===== config.mk =====
export PLATFORM = sky130hd
export DESIGN_NAME = anemometer_pulse_speed_averager_core
export DESIGN_NICKNAME = d
export VERILOG_FILES = /design/src/sv/apsa_pkg.sv /design/src/sv/apsa_div.sv /design/src/sv/apsa_dp.sv /design/src/sv/apsa_ctrl.sv /design/src/sv/anemometer_pulse_speed_averager_core.sv
export VERILOG_INCLUDE_DIRS = /design/src /design/src/sv
export SDC_FILE = /design/constraint.sdc
export NUM_CORES = 2
export LEC_CHECK = 0
export BUFFER_PORTS_ARGS = -buffer_cell sky130_fd_sc_hd__buf_2
export CAP_MARGIN = 20
export CORE_ASPECT_RATIO = 1.25
export CORE_MARGIN = 3
export CORE_UTILIZATION = 38
export DETAILED_ROUTE_END_ITERATION = 16
export SLEW_MARGIN = 10
export SYNTH_ARGS = -nofsm -noshare
export SYNTH_HDL_FRONTEND = slang
export SYNTH_HIERARCHICAL = 1
export SYNTH_SLANG_ARGS = --single-unit

===== constraint.sdc =====
create_clock -name clk -period 10.4 [get_ports clk]
set_input_delay 1.04 -clock clk [delete_from_list [all_inputs] [get_ports clk]]
set_output_delay 1.04 -clock clk [all_outputs]
set_load 0.01 [all_outputs]

===== src/sv/anemometer_pulse_speed_averager_core_defines.svh =====
// ----------------------------------------------------------------------------
// anemometer pulse speed averager: assertion macros
// concurrent checks on clk, disabled while rst_n is low; empty for synthesis
// ----------------------------------------------------------------------------
`ifndef ANEMOMETER_PULSE_SPEED_AVERAGER_CORE_DEFINES_SVH
`define ANEMOMETER_PULSE_SPEED_AVERAGER_CORE_DEFINES_SVH

`ifndef SYNTHESIS
// same-cycle implication
`define APSA_ASSERT_IMP(lbl, ante, cons) \
    lbl: assert property (@(posedge clk) disable iff (!rst_n) (ante) |-> (cons)) \
        else $error("apsa assertion failed");
// next-cycle implication
`define APSA_ASSERT_NXT(lbl, ante, cons) \
    lbl: assert property (@(posedge clk) disable iff (!rst_n) (ante) |=> (cons)) \
        else $error("apsa assertion failed");
`else
`define APSA_ASSERT_IMP(lbl, ante, cons)
`define APSA_ASSERT_NXT(lbl, ante, cons)
`endif

`endif


===== src/sv/apsa_pkg.sv =====
// ----------------------------------------------------------------------------
// apsa_pkg
// shared constants, codes and controller/datapath interface structs
// ----------------------------------------------------------------------------
`default_nettype none

package apsa_pkg;

    // ring of recent speeds
    localparam int RING_DEPTH = 10;
    localparam int PTR_W      = (RING_DEPTH > 1) ? $clog2(RING_DEPTH) : 1;
    localparam int FILL_W     = $clog2(RING_DEPTH + 1);
    localparam int SPEED_W    = 16;
    localparam int SUM_W      = $clog2(RING_DEPTH * 65535 + 1);

    // serial divider
    localparam int DIV_W     = 32;
    localparam int DIV_CNT_W = $clog2(DIV_W + 1);

    // km/h display: floor(x / 10) as (x * RECIP) >> RECIP_SHIFT for x < 2^X36_W
    localparam int X36_W       = SPEED_W + 6;
    localparam int RECIP_W     = 23;
    localparam int RECIP_SHIFT = 26;
    localparam logic [RECIP_W-1:0] RECIP_TEN = 23'd6710887;
    localparam int SHOWN_W     = 18;

    // ports
    localparam int CFG_ADDR_W  = 2;
    localparam int CFG_DATA_W  = 32;
    localparam int IN_TDATA_W  = 32;
    localparam int IN_TUSER_W  = 2;
    localparam int OUT_TDATA_W = 56;
    localparam int OUT_TUSER_W = 1;

    // register indexes
    localparam logic [CFG_ADDR_W-1:0] REG_SPEED_NUM  = 2'd0;
    localparam logic [CFG_ADDR_W-1:0] REG_TIMEOUT    = 2'd1;
    localparam logic [CFG_ADDR_W-1:0] REG_RPM_FACTOR = 2'd2;

    // register reset values
    localparam logic [31:0] SPEED_NUM_RST  = 32'd235620000;
    localparam logic [31:0] TIMEOUT_RST    = 32'd3000000;
    localparam logic [15:0] RPM_FACTOR_RST = 16'd41721;

    // command codes
    localparam logic [IN_TUSER_W-1:0] CMD_PULSE  = 2'd0;
    localparam logic [IN_TUSER_W-1:0] CMD_UNIT   = 2'd1;
    localparam logic [IN_TUSER_W-1:0] CMD_SAMPLE = 2'd2;

    typedef struct packed {
        logic take_item;
        logic check;
        logic push_zero;
        logic start_spd;
        logic push_spd;
        logic start_mean;
        logic mean_zero;
        logic latch_mean;
        logic post1;
        logic post2;
        logic load_out;
    } apsa_cmd_t;

    typedef struct packed {
        logic in_sample;
        logic stall;
        logic have_interval;
        logic fill_nz;
        logic div_busy;
        logic div_done;
        logic out_free;
    } apsa_sts_t;

endpackage

`default_nettype wire


===== src/sv/apsa_div.sv =====
// ----------------------------------------------------------------------------
// apsa_div
// restoring divider, one quotient bit per cycle, dividend left-aligned
// ----------------------------------------------------------------------------
`default_nettype none

module apsa_div
(
    input  wire logic                          clk,
    input  wire logic                          rst_n,
    input  wire logic                          start,
    input  wire logic [apsa_pkg::DIV_W-1:0]     dividend,
    input  wire logic [apsa_pkg::DIV_W-1:0]     divisor,
    input  wire logic [apsa_pkg::DIV_CNT_W-1:0] steps,
    output logic                               busy,
    output logic                               done,
    output logic [apsa_pkg::DIV_W-1:0]          quotient
);
    import apsa_pkg::*;

    logic                 run_reg;
    logic                 done_reg;
    logic [DIV_CNT_W-1:0] cnt_reg;
    logic [DIV_W-1:0]     rem_reg, rem_next;
    logic [DIV_W-1:0]     q_reg, q_next;
    logic [DIV_W-1:0]     d_reg;
    logic [DIV_W:0]       shifted;
    logic [DIV_W:0]       diff;
    logic                 ge;

    always_comb
    begin
        shifted  = {rem_reg, q_reg[DIV_W-1]};
        diff     = shifted - {1'b0, d_reg};
        ge       = !diff[DIV_W];
        rem_next = ge ? diff[DIV_W-1:0] : shifted[DIV_W-1:0];
        q_next   = {q_reg[DIV_W-2:0], ge};
    end

    always_ff @(posedge clk or negedge rst_n)
    begin
        if (!rst_n)
        begin
            run_reg  <= 1'b0;
            done_reg <= 1'b0;
            cnt_reg  <= '0;
        end
        else
        begin
            done_reg <= 1'b0;
            if (start)
            begin
                run_reg <= 1'b1;
                cnt_reg <= steps;
            end
            else if (run_reg)
            begin
                cnt_reg <= cnt_reg - 1'b1;
                if (cnt_reg == DIV_CNT_W'(1))
                begin
                    run_reg  <= 1'b0;
                    done_reg <= 1'b1;
                end
            end
        end
    end

    always_ff @(posedge clk)
    begin
        if (start)
        begin
            rem_reg <= '0;
            q_reg   <= dividend;
            d_reg   <= divisor;
        end
        else if (run_reg)
        begin
            rem_reg <= rem_next;
            q_reg   <= q_next;
        end
    end

    assign busy     = run_reg;
    assign done     = done_reg;
    assign quotient = q_reg;

endmodule

`default_nettype wire


===== src/sv/apsa_dp.sv =====
// ----------------------------------------------------------------------------
// apsa_dp
// datapath: registers, pulse timing, speed ring, divider, output stage
// ----------------------------------------------------------------------------
`default_nettype none
`include "anemometer_pulse_speed_averager_core_defines.svh"

module apsa_dp
(
    input  wire logic                             clk,
    input  wire logic                             rst_n,
    input  wire apsa_pkg::apsa_cmd_t               cmd,
    output apsa_pkg::apsa_sts_t                    sts,
    input  wire logic                             cfg_we,
    input  wire logic [apsa_pkg::CFG_ADDR_W-1:0]   cfg_addr,
    input  wire logic [apsa_pkg::CFG_DATA_W-1:0]   cfg_wdata,
    input  wire logic [apsa_pkg::IN_TUSER_W-1:0]   in_command,
    input  wire logic [apsa_pkg::IN_TDATA_W-1:0]   in_now,
    input  wire logic                             m_tready,
    output logic                                  m_tvalid,
    output logic [apsa_pkg::OUT_TDATA_W-1:0]       m_tdata,
    output logic [apsa_pkg::OUT_TUSER_W-1:0]       m_tuser
);
    import apsa_pkg::*;

    // configuration
    logic [31:0] speed_num_reg;
    logic [31:0] timeout_reg;
    logic [15:0] rpm_factor_reg;

    // pulse timing and unit
    logic [31:0] last_pulse_reg;
    logic [31:0] interval_reg;
    logic        kmh_reg;
    logic [31:0] now_reg;

    // ring
    logic [SPEED_W-1:0] ring_reg [RING_DEPTH];
    logic [PTR_W-1:0]   wp_reg;
    logic               full_reg;
    logic [SUM_W-1:0]   sum_reg;

    // sample results
    logic               stall_reg;
    logic [FILL_W-1:0]  fill_reg;
    logic [SPEED_W-1:0] mean_reg;
    logic [15:0]        rpm_reg;
    logic [X36_W-1:0]   x36_reg;
    logic [SHOWN_W-1:0] shown_reg;

    // output stage
    logic                   out_valid_reg;
    logic [OUT_TDATA_W-1:0] out_data_reg;
    logic                   out_unit_reg;

    logic [31:0]              age;
    logic                     stall;
    logic [FILL_W-1:0]        fill;
    logic                     push;
    logic [SPEED_W-1:0]       push_val;
    logic [SPEED_W-1:0]       spd_sat;
    logic                     div_start;
    logic [DIV_W-1:0]         div_dividend;
    logic [DIV_W-1:0]         div_divisor;
    logic [DIV_CNT_W-1:0]     div_steps;
    logic                     div_busy;
    logic                     div_done;
    logic [DIV_W-1:0]         div_q;
    logic [31:0]              rpm_prod;
    logic [X36_W+RECIP_W-1:0] shown_prod;

    assign age   = now_reg - last_pulse_reg;
    assign stall = age > timeout_reg;
    assign fill  = full_reg ? FILL_W'(RING_DEPTH) : FILL_W'(wp_reg);

    assign spd_sat  = (|div_q[DIV_W-1:SPEED_W]) ? {SPEED_W{1'b1}} : div_q[SPEED_W-1:0];
    assign push     = cmd.push_zero | cmd.push_spd;
    assign push_val = cmd.push_zero ? '0 : spd_sat;

    // divider operand select: speed divide or mean divide
    always_comb
    begin
        div_start = cmd.start_spd | cmd.start_mean;
        if (cmd.start_mean)
        begin
            div_dividend = DIV_W'(sum_reg) << (DIV_W - SUM_W);
            div_divisor  = DIV_W'(fill);
            div_steps    = DIV_CNT_W'(SUM_W);
        end
        else
        begin
            div_dividend = speed_num_reg;
            div_divisor  = interval_reg;
            div_steps    = DIV_CNT_W'(DIV_W);
        end
    end

    apsa_div u_div
    (
        .clk      (clk),
        .rst_n    (rst_n),
        .start    (div_start),
        .dividend (div_dividend),
        .divisor  (div_divisor),
        .steps    (div_steps),
        .busy     (div_busy),
        .done     (div_done),
        .quotient (div_q)
    );

    assign rpm_prod   = 32'(mean_reg) * 32'(rpm_factor_reg);
    assign shown_prod = (X36_W+RECIP_W)'(x36_reg) * (X36_W+RECIP_W)'(RECIP_TEN);

    // configuration registers
    always_ff @(posedge clk or negedge rst_n)
    begin
        if (!rst_n)
        begin
            speed_num_reg  <= SPEED_NUM_RST;
            timeout_reg    <= TIMEOUT_RST;
            rpm_factor_reg <= RPM_FACTOR_RST;
        end
        else if (cfg_we)
        begin
            unique case (cfg_addr)
                REG_SPEED_NUM:  speed_num_reg  <= cfg_wdata;
                REG_TIMEOUT:    timeout_reg    <= cfg_wdata;
                REG_RPM_FACTOR: rpm_factor_reg <= cfg_wdata[15:0];
                default:        ;
            endcase
        end
    end

    // pulse timing, unit toggle, ring
    always_ff @(posedge clk or negedge rst_n)
    begin
        if (!rst_n)
        begin
            last_pulse_reg <= '0;
            interval_reg   <= '0;
            kmh_reg        <= 1'b0;
            wp_reg         <= '0;
            full_reg       <= 1'b0;
            sum_reg        <= '0;
            for (int i = 0; i < RING_DEPTH; i++)
            begin
                ring_reg[i] <= '0;
            end
        end
        else
        begin
            if (cmd.take_item && in_command == CMD_PULSE)
            begin
                interval_reg   <= in_now - last_pulse_reg;
                last_pulse_reg <= in_now;
            end
            if (cmd.take_item && in_command == CMD_UNIT)
            begin
                kmh_reg <= !kmh_reg;
            end
            if (push)
            begin
                ring_reg[wp_reg] <= push_val;
                sum_reg          <= sum_reg - SUM_W'(ring_reg[wp_reg]) + SUM_W'(push_val);
                if (wp_reg == PTR_W'(RING_DEPTH - 1))
                begin
                    wp_reg   <= '0;
                    full_reg <= 1'b1;
                end
                else
                begin
                    wp_reg <= wp_reg + 1'b1;
                end
            end
        end
    end

    // sample working registers
    always_ff @(posedge clk)
    begin
        if (cmd.take_item)
        begin
            now_reg <= in_now;
        end
        if (cmd.check)
        begin
            stall_reg <= stall;
        end
        if (cmd.start_mean || cmd.mean_zero)
        begin
            fill_reg <= fill;
        end
        if (cmd.mean_zero)
        begin
            mean_reg <= '0;
        end
        else if (cmd.latch_mean)
        begin
            mean_reg <= div_q[SPEED_W-1:0];
        end
        if (cmd.post1)
        begin
            rpm_reg <= rpm_prod[31:16];
            x36_reg <= (X36_W'(mean_reg) << 5) + (X36_W'(mean_reg) << 2);
        end
        if (cmd.post2)
        begin
            shown_reg <= kmh_reg ? shown_prod[RECIP_SHIFT +: SHOWN_W] : SHOWN_W'(mean_reg);
        end
        if (cmd.load_out)
        begin
            out_data_reg <= {1'b0, 4'(fill_reg), stall_reg, shown_reg, rpm_reg, mean_reg};
            out_unit_reg <= kmh_reg;
        end
    end

    // output valid
    always_ff @(posedge clk or negedge rst_n)
    begin
        if (!rst_n)
        begin
            out_valid_reg <= 1'b0;
        end
        else if (cmd.load_out)
        begin
            out_valid_reg <= 1'b1;
        end
        else if (m_tready)
        begin
            out_valid_reg <= 1'b0;
        end
    end

    always_comb
    begin
        sts.in_sample     = (in_command == CMD_SAMPLE);
        sts.stall         = stall;
        sts.have_interval = |interval_reg;
        sts.fill_nz       = |fill;
        sts.div_busy      = div_busy;
        sts.div_done      = div_done;
        sts.out_free      = !out_valid_reg || m_tready;
    end

    assign m_tvalid = out_valid_reg;
    assign m_tdata  = out_data_reg;
    assign m_tuser  = out_unit_reg;

    `APSA_ASSERT_NXT(a_push_fills, push, sts.fill_nz)
    `APSA_ASSERT_NXT(a_load_valid, cmd.load_out, out_valid_reg)
    `APSA_ASSERT_NXT(a_zero_no_grow, cmd.push_zero, sum_reg <= $past(sum_reg))

endmodule

`default_nettype wire


===== src/sv/apsa_ctrl.sv =====
// ----------------------------------------------------------------------------
// apsa_ctrl
// controller: input handshake and sample sequencing
// ----------------------------------------------------------------------------
`default_nettype none
`include "anemometer_pulse_speed_averager_core_defines.svh"

module apsa_ctrl
(
    input  wire logic                clk,
    input  wire logic                rst_n,
    input  wire logic                s_tvalid,
    output logic                     s_tready,
    input  wire apsa_pkg::apsa_sts_t  sts,
    output apsa_pkg::apsa_cmd_t       cmd
);
    import apsa_pkg::*;

    localparam logic [2:0] ST_IDLE       = 3'd0;
    localparam logic [2:0] ST_CHECK      = 3'd1;
    localparam logic [2:0] ST_DIV_SPD    = 3'd2;
    localparam logic [2:0] ST_MEAN_START = 3'd3;
    localparam logic [2:0] ST_DIV_MEAN   = 3'd4;
    localparam logic [2:0] ST_POST1      = 3'd5;
    localparam logic [2:0] ST_POST2      = 3'd6;
    localparam logic [2:0] ST_OUT        = 3'd7;

    logic [2:0] state_reg, state_next;
    logic       accept;

    assign s_tready = (state_reg == ST_IDLE);
    assign accept   = s_tvalid && s_tready;

    always_comb
    begin
        state_next = state_reg;
        cmd        = '0;
        unique case (state_reg)
            ST_IDLE:
            begin
                cmd.take_item = accept;
                if (accept && sts.in_sample)
                begin
                    state_next = ST_CHECK;
                end
            end
            ST_CHECK:
            begin
                cmd.check = 1'b1;
                if (sts.stall)
                begin
                    cmd.push_zero = 1'b1;
                    state_next    = ST_MEAN_START;
                end
                else if (sts.have_interval)
                begin
                    cmd.start_spd = 1'b1;
                    state_next    = ST_DIV_SPD;
                end
                else
                begin
                    state_next = ST_MEAN_START;
                end
            end
            ST_DIV_SPD:
            begin
                if (sts.div_done)
                begin
                    cmd.push_spd = 1'b1;
                    state_next   = ST_MEAN_START;
                end
            end
            ST_MEAN_START:
            begin
                if (sts.fill_nz)
                begin
                    cmd.start_mean = 1'b1;
                    state_next     = ST_DIV_MEAN;
                end
                else
                begin
                    cmd.mean_zero = 1'b1;
                    state_next    = ST_POST1;
                end
            end
            ST_DIV_MEAN:
            begin
                if (sts.div_done)
                begin
                    cmd.latch_mean = 1'b1;
                    state_next     = ST_POST1;
                end
            end
            ST_POST1:
            begin
                cmd.post1  = 1'b1;
                state_next = ST_POST2;
            end
            ST_POST2:
            begin
                cmd.post2  = 1'b1;
                state_next = ST_OUT;
            end
            ST_OUT:
            begin
                if (sts.out_free)
                begin
                    cmd.load_out = 1'b1;
                    state_next   = ST_IDLE;
                end
            end
            default:
            begin
                state_next = ST_IDLE;
            end
        endcase
    end

    always_ff @(posedge clk or negedge rst_n)
    begin
        if (!rst_n)
        begin
            state_reg <= ST_IDLE;
        end
        else
        begin
            state_reg <= state_next;
        end
    end

    `APSA_ASSERT_NXT(a_sample_starts, accept && sts.in_sample, state_reg == ST_CHECK)
    `APSA_ASSERT_IMP(a_load_when_free, cmd.load_out, sts.out_free)
    `APSA_ASSERT_IMP(a_div_start_idle, cmd.start_spd || cmd.start_mean, !sts.div_busy)

endmodule

`default_nettype wire


===== src/sv/anemometer_pulse_speed_averager_core.sv =====
// pulse and unit beats update state at the accepting edge, no result, and pass every
//   cycle between samples; a waiting result holds only the next sample, at its output step
// sample beat: check, speed divide if not stalled and an interval is known, ring push,
//   mean divide unless the ring is empty, post1, post2, output register; the 32-step and
//   20-step divides share one divider, and no beat is taken until the result is loaded
// reset: rst_n async active low clears timing, unit, ring and sum, restores registers
// ----------------------------------------------------------------------------
// anemometer_pulse_speed_averager_core
// pulse-period tachometer with a moving average over recent speed samples
// ----------------------------------------------------------------------------
`default_nettype none

module anemometer_pulse_speed_averager_core
(
    input  wire logic                             clk,
    input  wire logic                             rst_n,
    // configuration write port
    input  wire logic                             cfg_we,
    input  wire logic [apsa_pkg::CFG_ADDR_W-1:0]   cfg_addr,
    input  wire logic [apsa_pkg::CFG_DATA_W-1:0]   cfg_wdata,
    // input beats
    input  wire logic                             s_tvalid,
    output logic                                  s_tready,
    input  wire logic [apsa_pkg::IN_TDATA_W-1:0]   s_tdata,   // now_us
    input  wire logic [apsa_pkg::IN_TUSER_W-1:0]   s_tuser,   // command
    // result beats
    output logic                                  m_tvalid,
    input  wire logic                             m_tready,
    // avg_speed_mms, rpm_tenths, shown_speed, stalled, fill_count, zero pad
    output logic [apsa_pkg::OUT_TDATA_W-1:0]       m_tdata,
    output logic [apsa_pkg::OUT_TUSER_W-1:0]       m_tuser    // unit_kmh
);
    import apsa_pkg::*;

    apsa_cmd_t cmd;
    apsa_sts_t sts;

    // controller walks a sample through check, speed divide, ring push,
    // mean divide, rpm and unit scaling, then hands it to the output register
    apsa_ctrl u_ctrl
    (
        .clk      (clk),
        .rst_n    (rst_n),
        .s_tvalid (s_tvalid),
        .s_tready (s_tready),
        .sts      (sts),
        .cmd      (cmd)
    );

    // datapath holds all state but the controller's sequence, including the shared divider and the output stage
    apsa_dp u_dp
    (
        .clk        (clk),
        .rst_n      (rst_n),
        .cmd        (cmd),
        .sts        (sts),
        .cfg_we     (cfg_we),
        .cfg_addr   (cfg_addr),
        .cfg_wdata  (cfg_wdata),
        .in_command (s_tuser),
        .in_now     (s_tdata),
        .m_tready   (m_tready),
        .m_tvalid   (m_tvalid),
        .m_tdata    (m_tdata),
        .m_tuser    (m_tuser)
    );

endmodule

`default_nettype wire


# After elaboration in Yosys (flattened, before gate mapping)
# Index checks and enable logic that the tools add are counted.
[op_classes]
n_addsub = 8
mul = 2
n_mux = 50
order_cmp = 3
reduce_logical = 23
eq_ne = 17
n_bitwise = 3
[ops]
columns = ["operator", "count"]
rows = [
  ["$bwmux W160", 1],
  ["$mux W32", 4],
  ["$mux W16", 6],
  ["$bmux W16 S4", 1],
  ["$demux W16 S4", 1],
  ["$sub A32 B32 Y32", 2],
  ["$mul A22 B23 Y44 const B", 1],
  ["$sub A33 B32 Y33", 1],
  ["$gt A32 B32 Y1", 1],
  ["$mul A16 B16 Y32", 1],
  ["$reduce_or A32 Y1", 1],
  ["$mux W1", 24],
  ["$pmux W3 S8", 1],
  ["$add A21 B18 Y22", 1],
  ["$add A20 B16 Y20", 1],
  ["$sub A20 B16 Y20", 1],
  ["$mux W6", 3],
  ["$reduce_or A16 Y1", 1],
  ["$mux W3", 5],
  ["$eq A3 B3 Y1 const B", 4],
  ["$mux W4", 3],
  ["$reduce_and A2 Y1", 4],
  ["$eq A3 B2 Y1 const B", 2],
  ["$eq A6 B1 Y1 const B", 1],
  ["other kinds (21)", 35],
]
[totals]
output_inout_bits = 59
elab_cells = 144
input_bits = 73
ff_bits = 603

# Depth between registers and ports, before layout
[logic_depth]
depth_word = 6
depth_mapped = 42
mapped_depth_nobuf = 39

# Hierarchy
# Netlist, hierarchy kept.
[by_module_without_submodules]
columns = ["mod", "cells_per_inst", "seq_area_each_um2", "area_each_um2", "n_inst"]
rows = [
  ["apsa_dp", 3863, 13055.0, 39305.2, 1],
  ["apsa_div", 559, 2762.6, 5948.2, 1],
  ["apsa_ctrl", 41, 75.1, 345.3, 1],
]

# Worst setup path before layout
# Ideal clock, no wire load.
[synth_timing]
path_type = "register -> register"
startpoint = "reg u_dp.last_pulse_reg[1]"
endpoint = "reg u_dp.sum_reg[19]"
path_stages_with_launch = 40
n_path_buf = 4
arrival_time_ns = 7.454
slack_ns = 2.866
setup_ns = 0.079
period_less_slack_ns = 7.534
required_ns = 10.321
cell_sequence = "dfrtp_1 > inv_1 > ha_1 > nor2b_1 > o21a_1 > o21ai_0 > a21oi_1 > a21o_1 > a2111oi_0 > o31ai_1 > a21oi_1 > xnor2_1 > ha_1 > a21o_1 > a21o_1 > a21o_1 > a21o_1 > a21o_1 > [... 4 more ...] > buf_4 > and2_1 > clkbuf_1 > clkbuf_1 > o21bai_1 > clkbuf_1 > fa_1 > inv_1 > ha_1 > a21o_1 > a21oi_1 > o21ai_0 > o31a_1 > a311oi_1 > o211ai_1 > and3_1 > nor3_1 > xor2_1"
[synth_lines]
columns = ["element", "line_no", "rtl"]
rows = [
  ["start: declaration", "apsa_dp.sv:32", "logic [31:0] last_pulse_reg;"],
  ["start signal: assignment", "apsa_dp.sv:155", "last_pulse_reg <= in_now;"],
  ["end signal: assignment", "apsa_dp.sv:164", "sum_reg <= sum_reg - SUM_W'(ring_reg[wp_reg]) + SUM_W'(push_val);"],
  ["end: declaration", "apsa_dp.sv:41", "logic [SUM_W-1:0] sum_reg;"],
]

==> flow_summary.json <==
{
  "status": "finished, final reports clean",
  "tritoncts": "built",
  "cts_max_path_buffers": 3,
  "clock-sinks": 601,
  "worstSetupPathType": "flop to flop",
  "nFillCells": 11380,
  "placement_rows": 141,
  "floorplan.die.height_um": 393.3,
  "syn_to_layout_area_delta_pct": 10.41,
  "r2r-start": "u_dp/last_pulse_reg[1]",
  "critical_path.startpoint_type": "flop",
  "layout_setup_ws_ns": 1.375,
  "grt_resource_usage_total_pct": 18.81,
  "timing.critical_path.to_type": "flop",
  "crit_path_start": "u_dp/last_pulse_reg[1]",
  "detail_route.wl_per_cell_um": 18.82,
  "dp_slack_ns": 1.377,
  "drv_cap": 0,
  "min_period_over_period_pct": 86.78,
  "clock_tree.htree_level_count": 3,
  "max-vdd-ir-drop_uv": 168.4,
  "route.antenna.remaining_nets": 0,
  "timing.critical_path.slowest_cell_delay_ns": 0.63,
  "cts-root-buf": "clkbuf_16",
  "synth.cell_area_sq_um": 45590,
  "crit_path_top_delay_cell": "fa_1",
  "grt_pass1_wl_um": 182600,
  "finalMaxSlewViolations": 0,
  "ctsHoldBuffers": 0,
  "crit_fanout": 18,
  "critical_path_buf_inv_count": 2,
  "post_route_cells_drive_above_1_share_pct": 11.98,
  "cts_setup_buffers": 0,
  "fin_setup_tns_ns": 0,
  "crit_arrival_ns": 9.56,
  "capture_point_of_the_worst_path": "u_dp/sum_reg[19]",
  "largest_reg_flops": 160,
  "place_hpwl_um": 86990,
  "route.detailed.drc": 0,
  "hold_viol": 0,
  "worstSetupPathDepth": 35,
  "rsz0062_at_grt": "no",
  "fmax_ghz": 0.1108,
  "detailedRoute.firstPassIterationCount": 6,
  "ys.warnings.count": 6,
  "tightestPinTransition_ns": 1.124,
  "core_area_sq_um": 118700,
  "fin_nets": 5365,
  "worstSkewPairLatency_ns": 0.63,
  "critical-path-top-cell-by-count": "a21o_1",
  "timing.final.crit_period_ns": 9.025,
  "post_cts.resized_instances": 0,
  "num_antenna_cells": 0,
  "finish.instance_area_sq_um": 50340,
  "aggregate_global_routing_overflow": 0,
  "timing.rr.end": "u_dp/sum_reg[19]",
  "rrSetupSlack_ns": 1.38,
  "hp-class": "flop to flop",
  "multi_input_area_sq_um": 26590,
  "power.leakage_nw": 23.83,
  "postSynthAreaPerCell_sq_um": 10.22,
  "fin_util_pct": 42.40,
  "seq_area_sq_um": 15900,
  "number_of_primary_i_o_pins": 132,
  "dpl-instance-area_sq_um": 47820,
  "reg2reg_depth": 35,
  "place.port_buffers": 130,
  "grt_antenna_before_repair": 5,
  "finalSetupViolations": 0,
  "timing.max_slew.rel_slack_pct": 25.04,
  "cts_buffers": 72,
  "syn-instance-count": 4462,
  "drt-total-wl_um": 115700,
  "routed-via-count": 31760,
  "floorplan.initialDensity_pct": 38.40,
  "dieWidth_um": 315.8,
  "pwr_density_cell_nw_per_um2": 107.7,
  "cp_data_required_time_ns": 10.93,
  "pin_count_of_the_biggest_net_entering_global_routing": 146,
  "fin_skew_ns": 0.02196,
  "critical_path.top_delay_family": "compound AO/OA/AOI/OAI gates",
  "place.gp.congestion": 0.9009,
  "initialDrtViolationCount": 1758,
  "cts.reportedPaths.clkPinSlew_ns": 0.06,
  "route.detailed.vias_per_inst": 5.166,
  "dieArea_sq_um": 124200,
  "first_global_vias": 32550
}
-- cell usage in the layout (no fill, tap or decap), types with 97 or more instances in the layout --
cell type,count
ha_1,438
dfrtp_1,310
edfxtp_1,211
xnor2_1,97
nand2_1,512
fa_1,337
and2_1,102
buf_2,129
inv_1,635
mux2_2,148
o21ai_0,319
nor2_1,135
a21oi_1,146
-- how the worst min path moves through the flow --
stage	slack, ns	end	from	depth (start not counted)
floorplan	0.40	u_dp/m_tdata[16]	u_dp/rpm_reg[0]	0
global placement	0.40	u_dp/m_tdata[16]	u_dp/rpm_reg[0]	0
detailed placement	0.40	u_dp/m_tdata[21]	u_dp/rpm_reg[5]	0
CTS	0.41	u_dp/m_tdata[49]	u_dp/shown_reg[17]	0
global route	0.42	u_dp/m_tdata[25]	u_dp/rpm_reg[9]	0
finish	0.42	u_dp/m_tdata[47]	u_dp/shown_reg[15]	0
-- power by group --
group / total, mW / internal (mW) / switching [mW]
registers: 2.62 / 2.51 / 0.103
clock network: 2.55 / 1.52 / 1.03
logic: 0.253 / 0.110 / 0.143
total: 5.42 / 4.14 / 1.28
-- worst register-to-register path, delay by kind of cell (launching register included) --
family          cells  cell delay, ns
buf+inv             2            0.19
compound gates     22            5.50
flops               1            0.40
xor+xnor            2            0.30
simple gates        5            1.11
fa+ha+maj           4            1.41
-- final cells by class --
class                   count  share of cell area (%)
flip-flops and latches    601                   31.58
inverters                 635                   4.735
multi-input cells        3031                   52.82
well taps                1573                   3.910
clock inverters            31                  0.5319
repair buffers            176                   2.167
clock buffers             102                   4.255
-- per-layer routing --
layer | GRT usage, % | vias to the layer above | part of all wire [%] | wire length [um]
li1 | - | 15070 | - | -
met1 | 23.23 | 15880 | 42 | 48350
met2 | 33.68 | 640 | 51 | 58500
met3 | 2.802 | 171 | 4.7 | 5424
met4 | 5.961 | 6 | 2.9 | 3390
met5 | 0 | - | 0.035 | 41
-- per-stage QoR --
| step | std cells | hold WS, ns | power, mW |
|---|---|---|---|
| 2_1_floorplan | 4465 | 0.4003 | 2.762 |
| 3_3_place_gp | 6011 | 0.4026 | 2.907 |
| 3_5_place_dp | 6011 | 0.4045 | 2.915 |
| 4_1_cts | 6144 | 0.4126 | 5.505 |
| 5_1_grt | 6149 | 0.4230 | 5.632 |
| 6_report | 6149 | 0.4151 | 5.421 |
Power figures use the tool's default switching activity.
